$ cat src/design/ckre_pkg.sv
// Shared types, constants and helpers for the color key run extractor.
package ckre_pkg;

  localparam int unsigned MaxDim = 4096;
  localparam int unsigned ColW   = 12;   // column / row counter width
  localparam int unsigned DimW   = 13;   // dimension width, holds MaxDim
  localparam int unsigned PixW   = 24;

  localparam logic [PixW-1:0] KeyColorRst    = 24'hFCBC14;  // RGB(20,188,252)
  localparam logic [DimW-1:0] FrameWidthRst  = 13'd640;
  localparam logic [DimW-1:0] FrameHeightRst = 13'd480;

  typedef enum logic [1:0] {
    CFG_KEY_COLOR    = 2'd0,
    CFG_FRAME_WIDTH  = 2'd1,
    CFG_FRAME_HEIGHT = 2'd2
  } cfg_idx_e;

  // Settings as the scan logic uses them: dimensions already clamped.
  typedef struct packed {
    logic [PixW-1:0] key_color;
    logic [DimW-1:0] eff_w;
    logic [ColW-1:0] last_col;
    logic [ColW-1:0] last_row;
  } cfg_t;

  typedef struct packed {
    logic [ColW-1:0] run_start;
    logic [DimW-1:0] run_end;
    logic [ColW-1:0] run_row;
  } run_t;

  typedef struct packed {
    logic main_vld;
    logic skid_vld;
  } buf_stat_t;

  // Zero counts as one, anything above the maximum as the maximum.
  function automatic logic [DimW-1:0] clamp_dim(input logic [DimW-1:0] v);
    logic [DimW-1:0] r;
    if (v == '0) begin
      r = DimW'(1);
    end else if (v > DimW'(MaxDim)) begin
      r = DimW'(MaxDim);
    end else begin
      r = v;
    end
    return r;
  endfunction

endpackage

$ cat src/design/ckre_scan.sv
// Pixel input register, column/row counters and run open/close detection.
module ckre_scan (
  input  logic                  clk_i,
  input  logic                  rst_ni,
  input  logic                  in_valid_i,
  output logic                  in_stall_o,
  input  logic [23:0]           pixel_color_i,
  input  ckre_pkg::cfg_t        cfg_i,
  input  ckre_pkg::buf_stat_t   stat_i,
  output logic                  res_vld_o,
  output ckre_pkg::run_t        res_o
);
  import ckre_pkg::*;

  logic [PixW-1:0] pix_q;
  logic            pix_vld_q, pix_vld_d;
  logic [ColW-1:0] col_q, col_d;
  logic [ColW-1:0] row_q, row_d;
  logic            open_q, open_d;
  logic [ColW-1:0] start_q, start_d;

  logic advance, in_acc, is_key, col_end, close_key;

  // The pixel is worked on when the output side has a free slot.
  assign advance    = pix_vld_q && !stat_i.skid_vld;
  assign in_stall_o = pix_vld_q && stat_i.skid_vld;
  assign in_acc     = in_valid_i && !in_stall_o;

  assign is_key    = (pix_q == cfg_i.key_color);
  assign col_end   = (col_q >= cfg_i.last_col);
  assign close_key = open_q && is_key;

  always_comb begin
    pix_vld_d = in_acc ? 1'b1 : (advance ? 1'b0 : pix_vld_q);
    col_d     = col_q;
    row_d     = row_q;
    open_d    = open_q;
    start_d   = start_q;
    if (advance) begin
      if (!open_q && !is_key) begin
        start_d = col_q;
      end
      if (col_end) begin
        open_d = 1'b0;
        col_d  = '0;
        row_d  = (row_q >= cfg_i.last_row) ? '0 : row_q + ColW'(1);
      end else begin
        open_d = !is_key;
        col_d  = col_q + ColW'(1);
      end
    end
  end

  // A key pixel closes an open run; otherwise a solid pixel at row end does.
  assign res_vld_o         = advance && (close_key || (col_end && !is_key));
  assign res_o.run_start   = start_d;
  assign res_o.run_end     = close_key ? {1'b0, col_q} : cfg_i.eff_w;
  assign res_o.run_row     = (row_q <= cfg_i.last_row) ? (cfg_i.last_row - row_q) : '0;

  always_ff @(posedge clk_i) begin
    if (in_acc) begin
      pix_q <= pixel_color_i;
    end
  end

  always_ff @(posedge clk_i or negedge rst_ni) begin
    if (!rst_ni) begin
      pix_vld_q <= 1'b0;
      col_q     <= '0;
      row_q     <= '0;
      open_q    <= 1'b0;
      start_q   <= '0;
    end else begin
      pix_vld_q <= pix_vld_d;
      col_q     <= col_d;
      row_q     <= row_d;
      open_q    <= open_d;
      start_q   <= start_d;
    end
  end

endmodule

$ cat src/design/ckre_outbuf.sv
// Two-entry result buffer: output register plus skid entry.
module ckre_outbuf (
  input  logic                 clk_i,
  input  logic                 rst_ni,
  input  logic                 push_i,
  input  ckre_pkg::run_t       push_data_i,
  output ckre_pkg::buf_stat_t  stat_o,
  output logic                 out_valid_o,
  input  logic                 out_stall_i,
  output ckre_pkg::run_t       out_data_o
);
  import ckre_pkg::*;

  run_t main_q, main_d, skid_q, skid_d;
  logic main_vld_q, main_vld_d, skid_vld_q, skid_vld_d;
  logic pop;

  assign pop = main_vld_q && !out_stall_i;

  // push is only raised while the skid entry is empty
  always_comb begin
    main_d     = main_q;
    skid_d     = skid_q;
    main_vld_d = main_vld_q;
    skid_vld_d = skid_vld_q;
    if (skid_vld_q) begin
      if (pop) begin
        main_d     = skid_q;
        skid_vld_d = 1'b0;
      end
    end else if (!main_vld_q || pop) begin
      main_d     = push_data_i;
      main_vld_d = push_i;
    end else if (push_i) begin
      skid_d     = push_data_i;
      skid_vld_d = 1'b1;
    end
  end

  always_ff @(posedge clk_i) begin
    main_q <= main_d;
    skid_q <= skid_d;
  end

  always_ff @(posedge clk_i or negedge rst_ni) begin
    if (!rst_ni) begin
      main_vld_q <= 1'b0;
      skid_vld_q <= 1'b0;
    end else begin
      main_vld_q <= main_vld_d;
      skid_vld_q <= skid_vld_d;
    end
  end

  assign stat_o.main_vld = main_vld_q;
  assign stat_o.skid_vld = skid_vld_q;
  assign out_valid_o     = main_vld_q;
  assign out_data_o      = main_q;

endmodule

$ cat src/design/color_key_run_extractor.sv
// Top level: color key run extractor with config registers and assertions.
//
// Usage:
//   Pixels enter on the in channel (in_valid_i / in_stall_o, pixel_color_i),
//   one frame in raster order, bottom image row first. Each pixel that does
//   not match key_color is solid; each maximal horizontal stretch of solid
//   pixels in a row leaves on the out channel as one item (run_start_o,
//   exclusive run_end_o, run_row_o with the top row as zero).
//   Registers are written on the cfg channel (index 0 key color, 1 frame
//   width, 2 frame height); cfg_ready_o is always high, other indexes are
//   ignored. Width/height come from the low 13 data bits; of those, zero
//   acts as 1 and above 4096 as 4096. Throughput: one pixel per clock
//   while in_stall_o is low. A run item passes the input register and then
//   the result register (or the skid entry) before it leaves on out.
//   Reset clears the counters, the open run and both buffer entries and
//   loads the register defaults (key RGB(20,188,252), 640 x 480).
//   When the receiver stalls, the output item holds and one more item is
//   parked in a skid entry; only once that entry fills does in_stall_o rise.
module color_key_run_extractor (
  input  logic        clk_i,
  input  logic        rst_ni,
  input  logic        in_valid_i,
  output logic        in_stall_o,
  input  logic [23:0] pixel_color_i,
  output logic        out_valid_o,
  input  logic        out_stall_i,
  output logic [11:0] run_start_o,
  output logic [12:0] run_end_o,
  output logic [11:0] run_row_o,
  input  logic        cfg_valid_i,
  output logic        cfg_ready_o,
  input  logic [1:0]  cfg_index_i,
  input  logic [23:0] cfg_data_i
);
  import ckre_pkg::*;

  cfg_t      cfg_q;
  buf_stat_t stat;
  run_t      res, out_data;
  logic      res_vld;
  logic      cfg_wr;

  assign cfg_ready_o = 1'b1;
  assign cfg_wr      = cfg_valid_i && cfg_ready_o;

  // Dimensions are clamped at write time; last column/row kept alongside.
  always_ff @(posedge clk_i or negedge rst_ni) begin
    if (!rst_ni) begin
      cfg_q.key_color <= KeyColorRst;
      cfg_q.eff_w     <= FrameWidthRst;
      cfg_q.last_col  <= ColW'(FrameWidthRst - DimW'(1));
      cfg_q.last_row  <= ColW'(FrameHeightRst - DimW'(1));
    end else if (cfg_wr) begin
      case (cfg_idx_e'(cfg_index_i))
        CFG_KEY_COLOR: begin
          cfg_q.key_color <= cfg_data_i;
        end
        CFG_FRAME_WIDTH: begin
          cfg_q.eff_w    <= clamp_dim(cfg_data_i[DimW-1:0]);
          cfg_q.last_col <= ColW'(clamp_dim(cfg_data_i[DimW-1:0]) - DimW'(1));
        end
        CFG_FRAME_HEIGHT: begin
          cfg_q.last_row <= ColW'(clamp_dim(cfg_data_i[DimW-1:0]) - DimW'(1));
        end
        default: begin
        end
      endcase
    end
  end

  ckre_scan u_scan (
    .clk_i         (clk_i),
    .rst_ni        (rst_ni),
    .in_valid_i    (in_valid_i),
    .in_stall_o    (in_stall_o),
    .pixel_color_i (pixel_color_i),
    .cfg_i         (cfg_q),
    .stat_i        (stat),
    .res_vld_o     (res_vld),
    .res_o         (res)
  );

  ckre_outbuf u_outbuf (
    .clk_i       (clk_i),
    .rst_ni      (rst_ni),
    .push_i      (res_vld),
    .push_data_i (res),
    .stat_o      (stat),
    .out_valid_o (out_valid_o),
    .out_stall_i (out_stall_i),
    .out_data_o  (out_data)
  );

  assign run_start_o = out_data.run_start;
  assign run_end_o   = out_data.run_end;
  assign run_row_o   = out_data.run_row;

  // ---------------------------------------------------------------------
  // Assertions
  // ---------------------------------------------------------------------

  // The skid entry is only ever filled behind a held output item.
  a_skid_behind_main: assert property (@(posedge clk_i) disable iff (!rst_ni)
    stat.skid_vld |-> stat.main_vld)
    else $error("skid entry valid with empty output register");

  // A result is never produced while the buffer has no room for it.
  a_no_push_when_full: assert property (@(posedge clk_i) disable iff (!rst_ni)
    res_vld |-> !stat.skid_vld)
    else $error("run produced with full result buffer");

  // Output taken, nothing parked and nothing new: output goes empty.
  a_drain: assert property (@(posedge clk_i) disable iff (!rst_ni)
    (out_valid_o && !out_stall_i && !stat.skid_vld && !res_vld) |=> !out_valid_o)
    else $error("output item repeated after it was taken");

  // A width write of zero acts as a one-pixel row.
  a_width_clamp: assert property (@(posedge clk_i) disable iff (!rst_ni)
    (cfg_wr && cfg_index_i == CFG_FRAME_WIDTH && cfg_data_i[DimW-1:0] == '0)
      |=> (cfg_q.eff_w == DimW'(1) && cfg_q.last_col == '0))
    else $error("zero frame width not clamped to one");

endmodule
$ cat config.mk
export PLATFORM = sky130hd
export DESIGN_NAME = color_key_run_extractor
export DESIGN_NICKNAME = d
export VERILOG_FILES = /design/src/design/ckre_pkg.sv /design/src/design/ckre_scan.sv /design/src/design/ckre_outbuf.sv /design/src/design/color_key_run_extractor.sv
export SDC_FILE = /design/constraint.sdc
export NUM_CORES = 1
export LEC_CHECK = 0
export ABC_CLOCK_PERIOD_IN_PS = 6450
export BUFFER_PORTS_ARGS = -buffer_cell sky130_fd_sc_hd__clkbuf_2
export CORE_UTILIZATION = 29
export CTS_CLUSTER_DIAMETER = 40
export DETAILED_ROUTE_END_ITERATION = 8
export PLACE_DENSITY = 0.52
export SLEW_MARGIN = 20
export SYNTH_ARGS = -nofsm -noshare
export SYNTH_HDL_FRONTEND = slang
export SYNTH_SLANG_ARGS = --single-unit
$ cat constraint.sdc
create_clock -name clk_i -period 6.45 [get_ports clk_i]
set_input_delay 0.9675 -clock clk_i [delete_from_list [all_inputs] [get_ports clk_i]]
set_output_delay 0.9675 -clock clk_i [all_outputs]
set_load 0.02 [all_outputs]
==> flow_metrics.env <==
export IMPL_status="complete, no violations"
export IMPL_worstPathMaxFanout=37
export IMPL_dr_wl_met2_mm=8.700
export IMPL_cp_arrival_ns=3.31
export IMPL_cp_required_ns=6.53
export IMPL_hold_path_class="reg -> reg"
export IMPL_m1WireLength_mm=10.32
export IMPL_postCtsSetupBuffers=0
export IMPL_ctsResizeCount=0
export IMPL_slew_headroom=0.3948
export IMPL_final_area_sq_um=10860
export IMPL_fillers=3098
export IMPL_port_buffers=93
export IMPL_via_count=5924
export IMPL_dieWidth_microns=181.6
export IMPL_tightestPinTransition_ns=0.9056
export IMPL_skew_ns=0.009577
export IMPL_peakVddDrop_uv=160.8
export IMPL_drc=0
export IMPL_drt_iter0_markers=318
export IMPL_insertion_delay_ns=0.44
export IMPL_start_util=0.2957
export IMPL_grt_max_degree=62
export IMPL_cts_tree="built"
export IMPL_drv_cap=0
export IMPL_syn_to_final_growth_pct=16.10
export IMPL_power_density_nw_per_um2=329.7
export IMPL_cts_buffer_depth=2
export IMPL_dr_pass1_iters=5
export IMPL_rsz0062_at_grt="false"
export IMPL_hold_buffers=0
export IMPL_coreArea_sq_um=31640
export IMPL_gp_congestion=0.8121
export IMPL_path_class="reg -> reg"
export IMPL_wl_per_cell_microns=15.94
export IMPL_grt_first_pass_wirelength_mm=32.79
export IMPL_synth_area_per_cell_sq_um=12.31
export IMPL_antenna_found_initial=0
export IMPL_row_count=65
export IMPL_synth_edff_count=98
export IMPL_fin_tns_setup_ns=0
export IMPL_layout_area_seq_sq_um=5510
export IMPL_synthFlopType="edfxtp_1"
export IMPL_cts_buffers=17
export IMPL_post_route_min_period_ns=3.236
export IMPL_grt_pass1_vias=5801
export IMPL_io_pins=95
export IMPL_routed_wl_mm=20.17
export IMPL_clock_fmax_mhz=309.0
export IMPL_path_clk_slew_ns=0.07
export IMPL_die_h_microns=181.6
export IMPL_cp_start_kind="flip-flop"
export IMPL_ys_ff_latch=199
export IMPL_final_cell_mix="edfxtp_1 (98), clkbuf_2 (92), dfrtp_1 (69)"
export IMPL_drtAntennaViolNets=0
export IMPL_netlist_area_sq_um=9355
export IMPL_p_leak_uw=0.004441
export IMPL_grt_overflow_total=0
export IMPL_fin_util=0.3433
export IMPL_track_usage=0.1286
export IMPL_post_dp_hpwl_mm=14.71
export IMPL_fin_crit_sh=0.5017
export IMPL_synth_seq_area_share=0.5889
export IMPL_setup_worst_path_end_class="flip-flop"
export IMPL_synthCells=760
export IMPL_htree_levels=4
export IMPL_place_area_sq_um=10280
export IMPL_final_layout_size_suffix_gt1_frac=0.2966
export IMPL_highest_layer="met4"
export IMPL_clock_sinks=199
export IMPL_n_antenna_cell=0
export IMPL_yosysWarnings=0
export IMPL_die_area_sq_um=32980
export IMPL_layout_commonest_cell="edfxtp_1"
export IMPL_routed_via_density=4.683
export IMPL_wl_met3_microns=899
export IMPL_fin_nets=933
export IMPL_synth_nets=843
export IMPL_setup_viol=0
export IMPL_cts_root_buf="clkbuf_16"
export IMPL_synthArstFlopShare=0.5075
export IMPL_multiInputGateArea_sq_um=3633
export IMPL_hold_viol=0
export IMPL_slew_violations=0
export IMPL_synth_cell_types=63
kinds of logic (layout without fill, tap and decap cells):
family / Yosys count / after routing / synth area share
multiplexers: 65 / 65 / 0.08185
XOR/XNOR: 43 / 43 / 0.04026
buffers and inverters: 59 / 162 / 0.02541
other: 1 / 1 / 0.0004008
AND/OR/NAND/NOR: 215 / 215 / 0.1137
AO/OA/AOI/OAI: 150 / 150 / 0.1113
flip-flops: 199 / 199 / 0.5889
adder cells (fa/ha/maj): 28 / 28 / 0.03825
area by class of cell:
cell class | instances | share of cell area
Tap cell | 402 | 0.04631
Timing Repair Buffer | 100 | 0.04792
Inverter | 30 | 0.01037
Clock buffer | 17 | 0.03917
Sequential cell | 199 | 0.5073
Clock inverter | 15 | 0.01440
Multi-Input combinational cell | 502 | 0.3345
where the power goes:
group          internal [uW]  switching, uW
clock                    519            531
sequential              1590            134
combinational            338            470
synthesized netlist by cell type, drive strengths merged, types with 3 or more instances:
library cell   n  area share
nor3           8      0.0043
ha            27       0.036
nand4         13      0.0094
o21a           3      0.0024
xnor2         33       0.031
buf            9      0.0053
dfrtp         70        0.19
nor2b          7      0.0047
edfxtp        98        0.31
and2           3      0.0020
nand2         66       0.026
and3           6      0.0040
o31ai         16       0.013
dfstp         31       0.087
or2            3      0.0020
a21o           5      0.0040
nor4           5      0.0049
mux2          65       0.082
o221a         12       0.014
or3            6      0.0040
a22o           9      0.0084
nand3         18       0.010
a21oi         30       0.016
clkbuf        20      0.0080
nor2          47       0.019
nand2b        29       0.019
o211ai         3      0.0024
xor2          10      0.0094
inv           30       0.012
o21ai         52       0.028
state kept, by name, summed over array words and instances (netlist names):
| register | flops |
|---|---|
| cfg_q | 61 |
| u_outbuf.out_data_o | 37 |
| u_outbuf.out_valid_o | 1 |
| u_outbuf.skid_q | 37 |
| u_outbuf.skid_vld_q | 1 |
| u_scan.col_q | 12 |
| u_scan.open_q | 1 |
| u_scan.pix_q | 24 |
| u_scan.pix_vld_q | 1 |
| u_scan.row_q | 12 |
| u_scan.start_q | 12 |
path summary, 6_finish.rpt:
kind	start	endpoint	slack (ns)	cells after the start
worst min register to register	cfg_q[16]	cfg_q[16]	0.47	2
max in group asynchronous	rst_ni	cfg_q[38]	4.71	2
min in group asynchronous	rst_ni	cfg_q[35]	0.52	1
worst min-delay path	cfg_q[16]	cfg_q[16]	0.47	2
worst max register to register	cfg_q[14]	u_outbuf.skid_q[10]	3.21	9
worst max-delay path	cfg_q[14]	u_outbuf.skid_q[10]	3.21	9
metal layers:
metal | GRT usage | vias to the layer above
met2 | 0.1838 | 127
li1 | - | 2949
met5 | 0 | -
met1 | 0.1888 | 2832
met4 | 0.04000 | 0
met3 | 0.03249 | 16
per-stage QoR:
step           cells  hold WS [ns]  power (uW)  worst slack [ns]
5_1_grt         1265        0.4914        3797             2.856
4_1_cts         1265        0.4698        3637             3.138
3_5_place_dp    1233        0.4587        2571             3.200
2_1_floorplan    760        0.4438        2297            0.4876
3_3_place_gp    1233        0.4610        2565             3.195
6_report        1265        0.4663        3581             3.214
critical path, cell delays in order (launching register included):
cell and delay (ns):
dfstp_2 0.54, inv_1 0.04, ha_1 0.27, o21a_1 0.12, nor2_1 0.03, o311ai_0 0.46, a21boi_1 0.51, a21oi_1 0.17
nor4_2 0.23, buf_4 0.47
No activity file was read; power rests on OpenSTA's default activity.
